--- config.mk ---
export PLATFORM = sky130hd
export DESIGN_NAME = exclusive_device_allocator
export DESIGN_NICKNAME = d
export VERILOG_FILES = /design/src/rtl/eda_pkg.sv /design/src/rtl/eda_entry_mem.sv /design/src/rtl/eda_match.sv /design/src/rtl/exclusive_device_allocator.sv
export SDC_FILE = /design/constraint.sdc
export NUM_CORES = 1
export LEC_CHECK = 0
export BUFFER_PORTS_ARGS = -buffer_cell sky130_fd_sc_hd__buf_2
export CAP_MARGIN = 20
export CORE_MARGIN = 2
export CORE_UTILIZATION = 40
export CTS_CLUSTER_DIAMETER = 80
export DETAILED_ROUTE_END_ITERATION = 6
export GPL_ROUTABILITY_DRIVEN = 0
export HOLD_SLACK_MARGIN = 0.05
export PLACE_DENSITY_LB_ADDON = 0.05
export REMOVE_ABC_BUFFERS = 1
export SLEW_MARGIN = 30
export SYNTH_ARGS = -nofsm -noshare
export SYNTH_HDL_FRONTEND = slang
export SYNTH_HIERARCHICAL = 1
export SYNTH_SLANG_ARGS = --single-unit
--- constraint.sdc ---
create_clock -name clk -period 6.6 [get_ports clk]
set_input_delay 1.65 -clock clk [delete_from_list [all_inputs] [get_ports clk]]
set_output_delay 1.65 -clock clk [all_outputs]
set_load 0.05 [all_outputs]
--- src/rtl/eda_pkg.sv ---
// ----------------------------------------------------------------------------
// eda_pkg
// Shared types and codes of the exclusive device allocation table: request
// and table entry layouts, operation kinds and result status codes.
// ----------------------------------------------------------------------------
package eda_pkg;

	// field widths of a request and of a result
	localparam int KIND_W   = 2;
	localparam int CLASS_W  = 2;
	localparam int JOB_W    = 16;
	localparam int STATUS_W = 2;
	localparam int NUM_W    = 5;

	// stream bus widths, whole bytes
	localparam int IN_TDATA_W  = 24;
	localparam int OUT_TDATA_W = 16;

	// operation kinds
	localparam logic [KIND_W-1:0] KIND_ADD     = 2'd0;
	localparam logic [KIND_W-1:0] KIND_ALLOC   = 2'd1;
	localparam logic [KIND_W-1:0] KIND_RELEASE = 2'd2;

	// result status codes
	localparam logic [STATUS_W-1:0] ST_OK        = 2'd0;
	localparam logic [STATUS_W-1:0] ST_NO_FREE   = 2'd1;
	localparam logic [STATUS_W-1:0] ST_FULL      = 2'd2;
	localparam logic [STATUS_W-1:0] ST_NONE_HELD = 2'd3;

	// one latched request
	typedef struct packed {
		logic [JOB_W-1:0]   job_id;
		logic [CLASS_W-1:0] dev_class;
		logic [KIND_W-1:0]  kind;
	} req_t;

	// one table entry as held in the entry memory
	typedef struct packed {
		logic [CLASS_W-1:0] dev_class;
		logic [JOB_W-1:0]   owner;
		logic [NUM_W-1:0]   rel_no;
	} entry_t;

endpackage

--- src/rtl/eda_entry_mem.sv ---
// ----------------------------------------------------------------------------
// eda_entry_mem
// Entry memory of the allocation table: one write port, one read port with
// registered read data.
// ----------------------------------------------------------------------------
module eda_entry_mem #(
	parameter int DEPTH = 16,
	parameter int AW    = 4
) (
	input  logic            clk,
	input  logic            wr_en,
	input  logic [AW-1:0]   wr_addr,
	input  eda_pkg::entry_t wr_data,
	input  logic            rd_en,
	input  logic [AW-1:0]   rd_addr,
	output eda_pkg::entry_t rd_data
);

	eda_pkg::entry_t mem [DEPTH];

	// write port
	always_ff @(posedge clk) begin
		if (wr_en) begin
			mem[wr_addr] <= wr_data;
		end
	end

	// registered read port
	always_ff @(posedge clk) begin
		if (rd_en) begin
			rd_data <= mem[rd_addr];
		end
	end

endmodule

--- src/rtl/eda_match.sv ---
// ----------------------------------------------------------------------------
// eda_match
// Shared compare unit: decides whether one table entry satisfies the
// current allocate or release request.
// ----------------------------------------------------------------------------
module eda_match (
	input  eda_pkg::entry_t ent,
	input  logic            used,
	input  eda_pkg::req_t   req,
	output logic            hit
);

	logic class_eq;
	logic owner_eq;

	assign class_eq = (ent.dev_class == req.dev_class);
	assign owner_eq = (ent.owner == req.job_id);

	// allocate wants a free entry, release wants one held by the job
	always_comb begin
		unique case (req.kind)
			eda_pkg::KIND_ALLOC:   hit = class_eq && !used;
			eda_pkg::KIND_RELEASE: hit = class_eq && used && owner_eq;
			default:               hit = 1'b0;
		endcase
	end

endmodule

--- src/rtl/exclusive_device_allocator.sv ---
// ----------------------------------------------------------------------------
// exclusive_device_allocator
// Allocation table of exclusive devices grouped in classes: add, allocate
// and release requests, one result per request.
// ----------------------------------------------------------------------------
// Usage:
//   Requests enter on s_axis (kind on tuser, dev_class and job_id on tdata);
//   each gives exactly one result on m_axis (status, rel_no, abs_no). One
//   request is worked on at a time; s_axis_tready is high only while the
//   sequencer is idle.
//   Add, unknown kinds and classes out of range skip the scan: the result is
//   set in the decode state and loaded into the output register from done.
//   Allocate and release scan the entry memory from the lowest absolute
//   number, one entry a cycle through the shared compare unit, which sees
//   the registered read data; the scan covers at most the devices added.
//   The scan stops at the first matching entry and updates it in the same
//   cycle: new owner on allocate, used bit on both.
//   The result sits in an output register, so the next request is accepted
//   while it waits; a stalled receiver only holds the sequencer when a second
//   result is ready before the first is taken.
//   Reset empties the table: no devices, all counts zero, no result pending.
//   No clearing pass is needed, entry contents are only read below the count
//   of added devices.
// ----------------------------------------------------------------------------
module exclusive_device_allocator #(
	parameter int MAX_DEVICES = 16,
	parameter int NUM_CLASSES = 3
) (
	input  logic                           clk,
	input  logic                           arst_n,
	// dev_class [1:0], job_id [17:2], zero [23:18]
	input  logic [eda_pkg::IN_TDATA_W-1:0]  s_axis_tdata,
	// kind [1:0]
	input  logic [eda_pkg::KIND_W-1:0]      s_axis_tuser,
	input  logic                           s_axis_tvalid,
	output logic                           s_axis_tready,
	// status [1:0], rel_no [6:2], abs_no [11:7], zero [15:12]
	output logic [eda_pkg::OUT_TDATA_W-1:0] m_axis_tdata,
	output logic                           m_axis_tvalid,
	input  logic                           m_axis_tready
);

	localparam int AW  = (MAX_DEVICES > 1) ? $clog2(MAX_DEVICES) : 1;
	localparam int CW  = $clog2(MAX_DEVICES + 1);
	localparam int CLW = (NUM_CLASSES > 1) ? $clog2(NUM_CLASSES) : 1;
	localparam int NW  = eda_pkg::NUM_W;
	localparam int PAD_W = eda_pkg::OUT_TDATA_W - eda_pkg::STATUS_W - 2 * NW;

	typedef enum logic [1:0] {
		S_IDLE,
		S_DECODE,
		S_SCAN,
		S_DONE
	} state_t;

	state_t                         state_q;
	eda_pkg::req_t                  req_q;
	logic [CW-1:0]                  added_q;
	logic [MAX_DEVICES-1:0]         used_q;
	logic [CW-1:0]                  total_q [NUM_CLASSES];
	logic [CW-1:0]                  free_q  [NUM_CLASSES];
	logic [CW-1:0]                  idx_q;
	logic [AW-1:0]                  idx_s1;
	logic                           chk_s1;
	logic [eda_pkg::STATUS_W-1:0]   status_q;
	logic [NW-1:0]                  rel_q;
	logic [NW-1:0]                  abs_q;
	logic                           out_valid_q;
	logic [eda_pkg::OUT_TDATA_W-1:0] out_data_q;

	logic            in_fire;
	logic            out_fire;
	logic            out_load;
	logic            cls_oob;
	logic [CLW-1:0]  cidx;
	logic [CW-1:0]   total_next;
	logic            add_ok;
	logic            rd_en;
	logic            hit;
	logic            scan_hit;
	logic            scan_miss;
	logic            mem_wr_en;
	logic [AW-1:0]   mem_wr_addr;
	eda_pkg::entry_t mem_wr_data;
	eda_pkg::entry_t rd_data;
	logic [CW-1:0]   abs_full;

	// handshakes
	assign s_axis_tready = (state_q == S_IDLE);
	assign in_fire       = s_axis_tvalid && s_axis_tready;
	assign out_fire      = out_valid_q && m_axis_tready;
	assign out_load      = (state_q == S_DONE) && (!out_valid_q || m_axis_tready);
	assign m_axis_tvalid = out_valid_q;
	assign m_axis_tdata  = out_data_q;

	// request decode helpers
	assign cls_oob    = (int'(req_q.dev_class) >= NUM_CLASSES);
	assign cidx       = CLW'(req_q.dev_class);
	assign total_next = total_q[cidx] + CW'(1);
	assign add_ok     = (state_q == S_DECODE) && (req_q.kind == eda_pkg::KIND_ADD) &&
		!cls_oob && (added_q != CW'(MAX_DEVICES));

	// scan control: issue one read a cycle, compare the read data in the next cycle
	assign rd_en     = (state_q == S_SCAN) && (idx_q < added_q);
	assign scan_hit  = (state_q == S_SCAN) && chk_s1 && hit;
	assign scan_miss = (state_q == S_SCAN) && !chk_s1 && !rd_en;
	assign abs_full  = CW'(idx_s1) + CW'(1);

	// entry memory write: new device on add, new owner on allocate
	always_comb begin
		mem_wr_en   = 1'b0;
		mem_wr_addr = added_q[AW-1:0];
		mem_wr_data = '{dev_class: req_q.dev_class, owner: '0, rel_no: NW'(total_next)};
		if (add_ok) begin
			mem_wr_en = 1'b1;
		end else if (scan_hit && (req_q.kind == eda_pkg::KIND_ALLOC)) begin
			mem_wr_en   = 1'b1;
			mem_wr_addr = idx_s1;
			mem_wr_data = '{dev_class: rd_data.dev_class, owner: req_q.job_id,
				rel_no: rd_data.rel_no};
		end
	end

	eda_entry_mem #(
		.DEPTH (MAX_DEVICES),
		.AW    (AW)
	) u_mem (
		.clk     (clk),
		.wr_en   (mem_wr_en),
		.wr_addr (mem_wr_addr),
		.wr_data (mem_wr_data),
		.rd_en   (rd_en),
		.rd_addr (idx_q[AW-1:0]),
		.rd_data (rd_data)
	);

	eda_match u_match (
		.ent  (rd_data),
		.used (used_q[idx_s1]),
		.req  (req_q),
		.hit  (hit)
	);

	// sequencer, table counters and result registers
	always_ff @(posedge clk or negedge arst_n) begin
		if (!arst_n) begin
			state_q     <= S_IDLE;
			req_q       <= '0;
			added_q     <= '0;
			used_q      <= '0;
			for (int c = 0; c < NUM_CLASSES; c++) begin
				total_q[c] <= '0;
				free_q[c]  <= '0;
			end
			idx_q       <= '0;
			idx_s1      <= '0;
			chk_s1      <= 1'b0;
			status_q    <= eda_pkg::ST_OK;
			rel_q       <= '0;
			abs_q       <= '0;
			out_valid_q <= 1'b0;
			out_data_q  <= '0;
		end else begin
			// output register: load a new result or drop the one taken
			if (out_load) begin
				out_valid_q <= 1'b1;
			end else if (out_fire) begin
				out_valid_q <= 1'b0;
			end
			unique case (state_q)
				S_IDLE: begin
					if (in_fire) begin
						req_q.kind      <= s_axis_tuser;
						req_q.dev_class <= s_axis_tdata[1:0];
						req_q.job_id    <= s_axis_tdata[17:2];
						state_q         <= S_DECODE;
					end
				end
				S_DECODE: begin
					rel_q  <= add_ok ? NW'(total_next) : '0;
					abs_q  <= add_ok ? NW'(added_q + CW'(1)) : '0;
					idx_q  <= '0;
					chk_s1 <= 1'b0;
					unique case (req_q.kind)
						eda_pkg::KIND_ADD: begin
							state_q <= S_DONE;
							if (cls_oob) begin
								status_q <= eda_pkg::ST_NO_FREE;
							end else if (added_q == CW'(MAX_DEVICES)) begin
								status_q <= eda_pkg::ST_FULL;
							end else begin
								total_q[cidx]               <= total_next;
								free_q[cidx]                <= free_q[cidx] + CW'(1);
								used_q[added_q[AW-1:0]]     <= 1'b0;
								added_q                     <= added_q + CW'(1);
								status_q                    <= eda_pkg::ST_OK;
							end
						end
						eda_pkg::KIND_ALLOC: begin
							status_q <= eda_pkg::ST_NO_FREE;
							state_q  <= cls_oob ? S_DONE : S_SCAN;
						end
						eda_pkg::KIND_RELEASE: begin
							status_q <= eda_pkg::ST_NONE_HELD;
							state_q  <= cls_oob ? S_DONE : S_SCAN;
						end
						default: begin
							status_q <= eda_pkg::ST_NO_FREE;
							state_q  <= S_DONE;
						end
					endcase
				end
				S_SCAN: begin
					chk_s1 <= rd_en;
					idx_s1 <= idx_q[AW-1:0];
					if (rd_en) begin
						idx_q <= idx_q + CW'(1);
					end
					if (scan_hit) begin
						// first match wins: take it and update it
						status_q <= eda_pkg::ST_OK;
						rel_q    <= rd_data.rel_no;
						abs_q    <= NW'(abs_full);
						if (req_q.kind == eda_pkg::KIND_ALLOC) begin
							used_q[idx_s1] <= 1'b1;
							if (free_q[cidx] != '0) begin
								free_q[cidx] <= free_q[cidx] - CW'(1);
							end
						end else begin
							used_q[idx_s1] <= 1'b0;
							free_q[cidx]   <= free_q[cidx] + CW'(1);
						end
						state_q <= S_DONE;
					end else if (scan_miss) begin
						status_q <= (req_q.kind == eda_pkg::KIND_ALLOC) ?
							eda_pkg::ST_NO_FREE : eda_pkg::ST_NONE_HELD;
						state_q  <= S_DONE;
					end
				end
				S_DONE: begin
					// hand the result to the output register once it is free
					if (out_load) begin
						out_data_q <= {PAD_W'(0), abs_q, rel_q, status_q};
						state_q    <= S_IDLE;
					end
				end
				default: begin
					state_q <= S_IDLE;
				end
			endcase
		end
	end

endmodule
==> metrics <==
Synth Warn #=6; fraction of layout instances using a drive strength above 1=26.7%; postcts setup bufs=0; pin count of the biggest net entering global routing=69; I/O pin total=48; wire length of the first global-routing pass=69200 µm; met3 usage in global routing=2.98%; leakage=7.93 nW; launch point of the critical path=req_q[6]; met2 routing resource usage after global routing=30.7%; worst-path fanout max=13; class of the worst hold path=reg -> reg; via/cell ratio=5.42; total length of routed wires=46600 µm; synth top area cells=sky130_fd_sc_hd__edfxtp_1 59%, sky130_fd_sc_hd__dfrtp_1 12%, sky130_fd_sc_hd__mux4_2 11%; count of unresolved DRC violations after routing=0; IO buf count=37; worst voltage drop across the vdd grid=219 µV; switching power share of the total=30.9%; most used routing layer in global routing=met2; Worst Setup EP=u_mem/mem[5][7]; buffering stage count on the worst path with inverters included=1; crit path time final=5180 ps; setup slack on the worst flop-to-flop path=1420 ps; Combinational Power Share=24.8%; root buffer cell=sky130_fd_sc_hd__clkbuf_16; Hold Vio Cnt, Final=0; internal portion of total power=6.37 mW; total iterations of the first detailed-routing run=6; share of synthesized registers carrying an async set or reset=19.2%; flop and latch count out of synthesis=484; Worst path most repeated cell=sky130_fd_sc_hd__nand2_1; Inserted Clock Buffers=54; number of pins with negative max-slew slack in the final report=0; RSZ-0062 raised after global routing=false; total number of clock tree sinks=484; clock transition at the registers of the reported paths=50 ps; mean area per synthesized cell=18.0 µm²; area of all placed cells without fillers=22700 µm²; crit share post-route=78.5%; Synth-to-Final Area Change=14.1%; status=finished clean; cell family contributing the most delay on the critical path=simple AND/OR/NAND/NOR gates; number of global-route vias before repair=10452; Synth Cell Area=19900 µm²; area inside the core boundary=49000 µm²; max-slew headroom at the worst pin=37.7%; Post-Layout Cell Count=1881; number of nets at the end of the flow=1224; cell taking the most area after synthesis=sky130_fd_sc_hd__edfxtp_1; x dimension of the die=227 µm; Global Route Usage Sum=18.8%; Post-DP HPWL=25900 µm; worst-path cell with the longest stage delay=sky130_fd_sc_hd__nor4_1; Final setup viols=0; clock tree from TritonCTS=yes; antenna fix cells=0; drt initial violations=804; Clock Power Share=31.1%; Resize count post-CTS=0; H-tree lvl count=2; starting utilization of the core area=40.6%; met1 usage=25.8%; start point of the worst min-delay path=total_q[10]; buffers from clock root to sink, at most=3; transition time of the tightest slew-check pin=935 ps; part of the Yosys area used for sequential elements=70.8%; worst setup path category=reg -> reg; Fin Setup TNS=0 ps; worst clock skew=24.2 ps; row count=81; number of antenna-violating nets in the routed design=0; Worst EP required=6900 ps; logic depth of the worst register-to-register path=13; Worst-Skew Late Latency=620 ps; Remaining Overflow, GRT=0; Worst Setup Start Kind=flip-flop; initial antenna violation count=0; instance count on the critical path=13; hold_buf cts=0; die span in y=227 µm; worst reg2reg startpoint=req_q[6]; fraction of power consumed by sequential logic=44.1%; crit path cell chain=xnor2_1 -> nand4_1 -> nor4_1 -> nand3_1 -> a21oi_1 -> and3_1 -> nand2_1 -> nor2b_4 -> nand2_1 -> o21ai_1 -> nand2b_1 -> nor2_4 -> buf_4; placed standard-cell area=20900 µm²; end of the worst register-to-register path=u_mem/mem[5][7]; count of flip-flops with a built-in enable after synthesis=391; kind of end point of the critical path=flip-flop; post-synth top area share=59.1%; count of max-cap constraint violations=0; Die Outline Area=51400 µm²; synth unique cells=62; switching power of the nets=2.85 mW; core utilization of the finished layout=46.3%; number of cells produced by synthesis=1102; arrival time worst endpoint=5480 ps; Worst path max stage delay=800 ps; ratio of total power to cell area=407 nW/µm²; Fmax=193 MHz; Vias=10200; prevailing post-synth register cell=sky130_fd_sc_hd__edfxtp_1; routed len/inst=24.8 µm; placed cell count=1779
[per-stage QoR]
stage | hold slack (ps) | setup WS (ps) | total power [mW]
4_1_cts | 480 | 1390 | 9.37
5_1_grt | 508 | 1150 | 9.70
3_5_place_dp | 467 | 1420 | 6.47
3_3_place_gp | 462 | 1400 | 6.44
2_1_floorplan | 441 | 781 | 5.75
6_report | 477 | 1420 | 9.22
[kinds of logic after synthesis]
group	synth area share, %
other	0.0189
AOI/OAI and AO/OA	4.84
muxes	14.4
and+or+nand+nor	5.03
buffers and inverters	2.00
adders and majority gates	1.45
xor gates and xnor gates	1.41
DFF	70.8
[how the worst min path moves through the flow]
| stage | end | slack [ps] | depth (start not counted) |
|---|---|---|---|
| final | total_q[10] | 480 | 1 |
| after global routing | total_q[10] | 510 | 1 |
| after CTS | total_q[13] | 480 | 1 |
| after detailed placement | total_q[13] | 470 | 1 |
| after global placement | total_q[0] | 460 | 2 |
| after floorplan | total_q[13] | 440 | 1 |
[cell usage in the layout, fill, tap and decap left out, types with 6 or more instances in the layout]
master,count
sky130_fd_sc_hd__a22oi_1,46
sky130_fd_sc_hd__xnor2_1,26
sky130_fd_sc_hd__nand2b_1,13
sky130_fd_sc_hd__o21ai_0,9
sky130_fd_sc_hd__xor2_1,6
sky130_fd_sc_hd__nand2_1,79
sky130_fd_sc_hd__inv_1,14
sky130_fd_sc_hd__nand3_1,12
sky130_fd_sc_hd__mux4_2,97
sky130_fd_sc_hd__buf_4,33
sky130_fd_sc_hd__nor3_2,8
sky130_fd_sc_hd__a22o_1,16
sky130_fd_sc_hd__mux2i_1,8
sky130_fd_sc_hd__clkinv_2,8
sky130_fd_sc_hd__nor2_1,13
sky130_fd_sc_hd__buf_2,36
sky130_fd_sc_hd__and2_1,18
sky130_fd_sc_hd__edfxtp_1,391
sky130_fd_sc_hd__clkbuf_8,6
sky130_fd_sc_hd__o22ai_1,15
sky130_fd_sc_hd__dfrtp_1,91
sky130_fd_sc_hd__clkbuf_1,25
sky130_fd_sc_hd__nor2_4,12
sky130_fd_sc_hd__nand4_1,10
sky130_fd_sc_hd__ha_1,23
sky130_fd_sc_hd__a21oi_1,12
sky130_fd_sc_hd__clkbuf_16,56
sky130_fd_sc_hd__mux2_2,44
sky130_fd_sc_hd__o21ai_1,8
[registers in the layout (all words and copies together), names as in the netlist, 4 cells and up, named ones only]
name and flops:
m_axis_tdata 12, added_q 5, u_mem/mem 368, idx_q 5, total_q 15, idx_s1 4
u_mem/rd_data 23, rel_q 5, req_q 18, abs_q 5
[final cells by class]
| cell class | count | area [µm²] |
|---|---|---|
| Fill cell | 4228 | 26300 |
| Inverter | 16 | 60.1 |
| Clock inverter | 15 | 135 |
| Timing Repair Buffer | 70 | 439 |
| Clock buffer | 87 | 1580 |
| Sequential cell | 484 | 14100 |
| Tap cell | 664 | 831 |
| Multi-Input combinational cell | 545 | 5540 |
[synth_stat cells (all sizes together) (15+ instances only)]
| library cell | n |
|---|---|
| dfrtp | 93 |
| mux4 | 97 |
| and2 | 18 |
| o21ai | 19 |
| o22ai | 15 |
| a22o | 16 |
| nor2 | 27 |
| xnor2 | 26 |
| a22oi | 46 |
| buf | 38 |
| ha | 23 |
| mux2 | 52 |
| edfxtp | 391 |
| inv | 15 |
| clkbuf | 22 |
| nand2 | 79 |
[layer usage]
layer | wire (µm) | part of all wire [%] | vias to the layer above
met4 | 935 | 2.0 | 0
li1 | - | - | 4509
met5 | 0 | 0 | -
met2 | 22400 | 48 | 238
met3 | 1980 | 4.2 | 62
met1 | 21300 | 46 | 5391
[power groups by stage]
stage	Clock, mW	Sequential [mW]	Combinational (mW)
6_report	2.87	4.06	2.29
5_1_grt	3.07	4.12	2.51
4_1_cts	2.96	4.08	2.34
3_5_place_dp	0	4.13	2.33
3_3_place_gp	0	4.13	2.31
2_1_floorplan	0	4.28	1.47
Note: power is estimated with default switching activity, not from simulation.
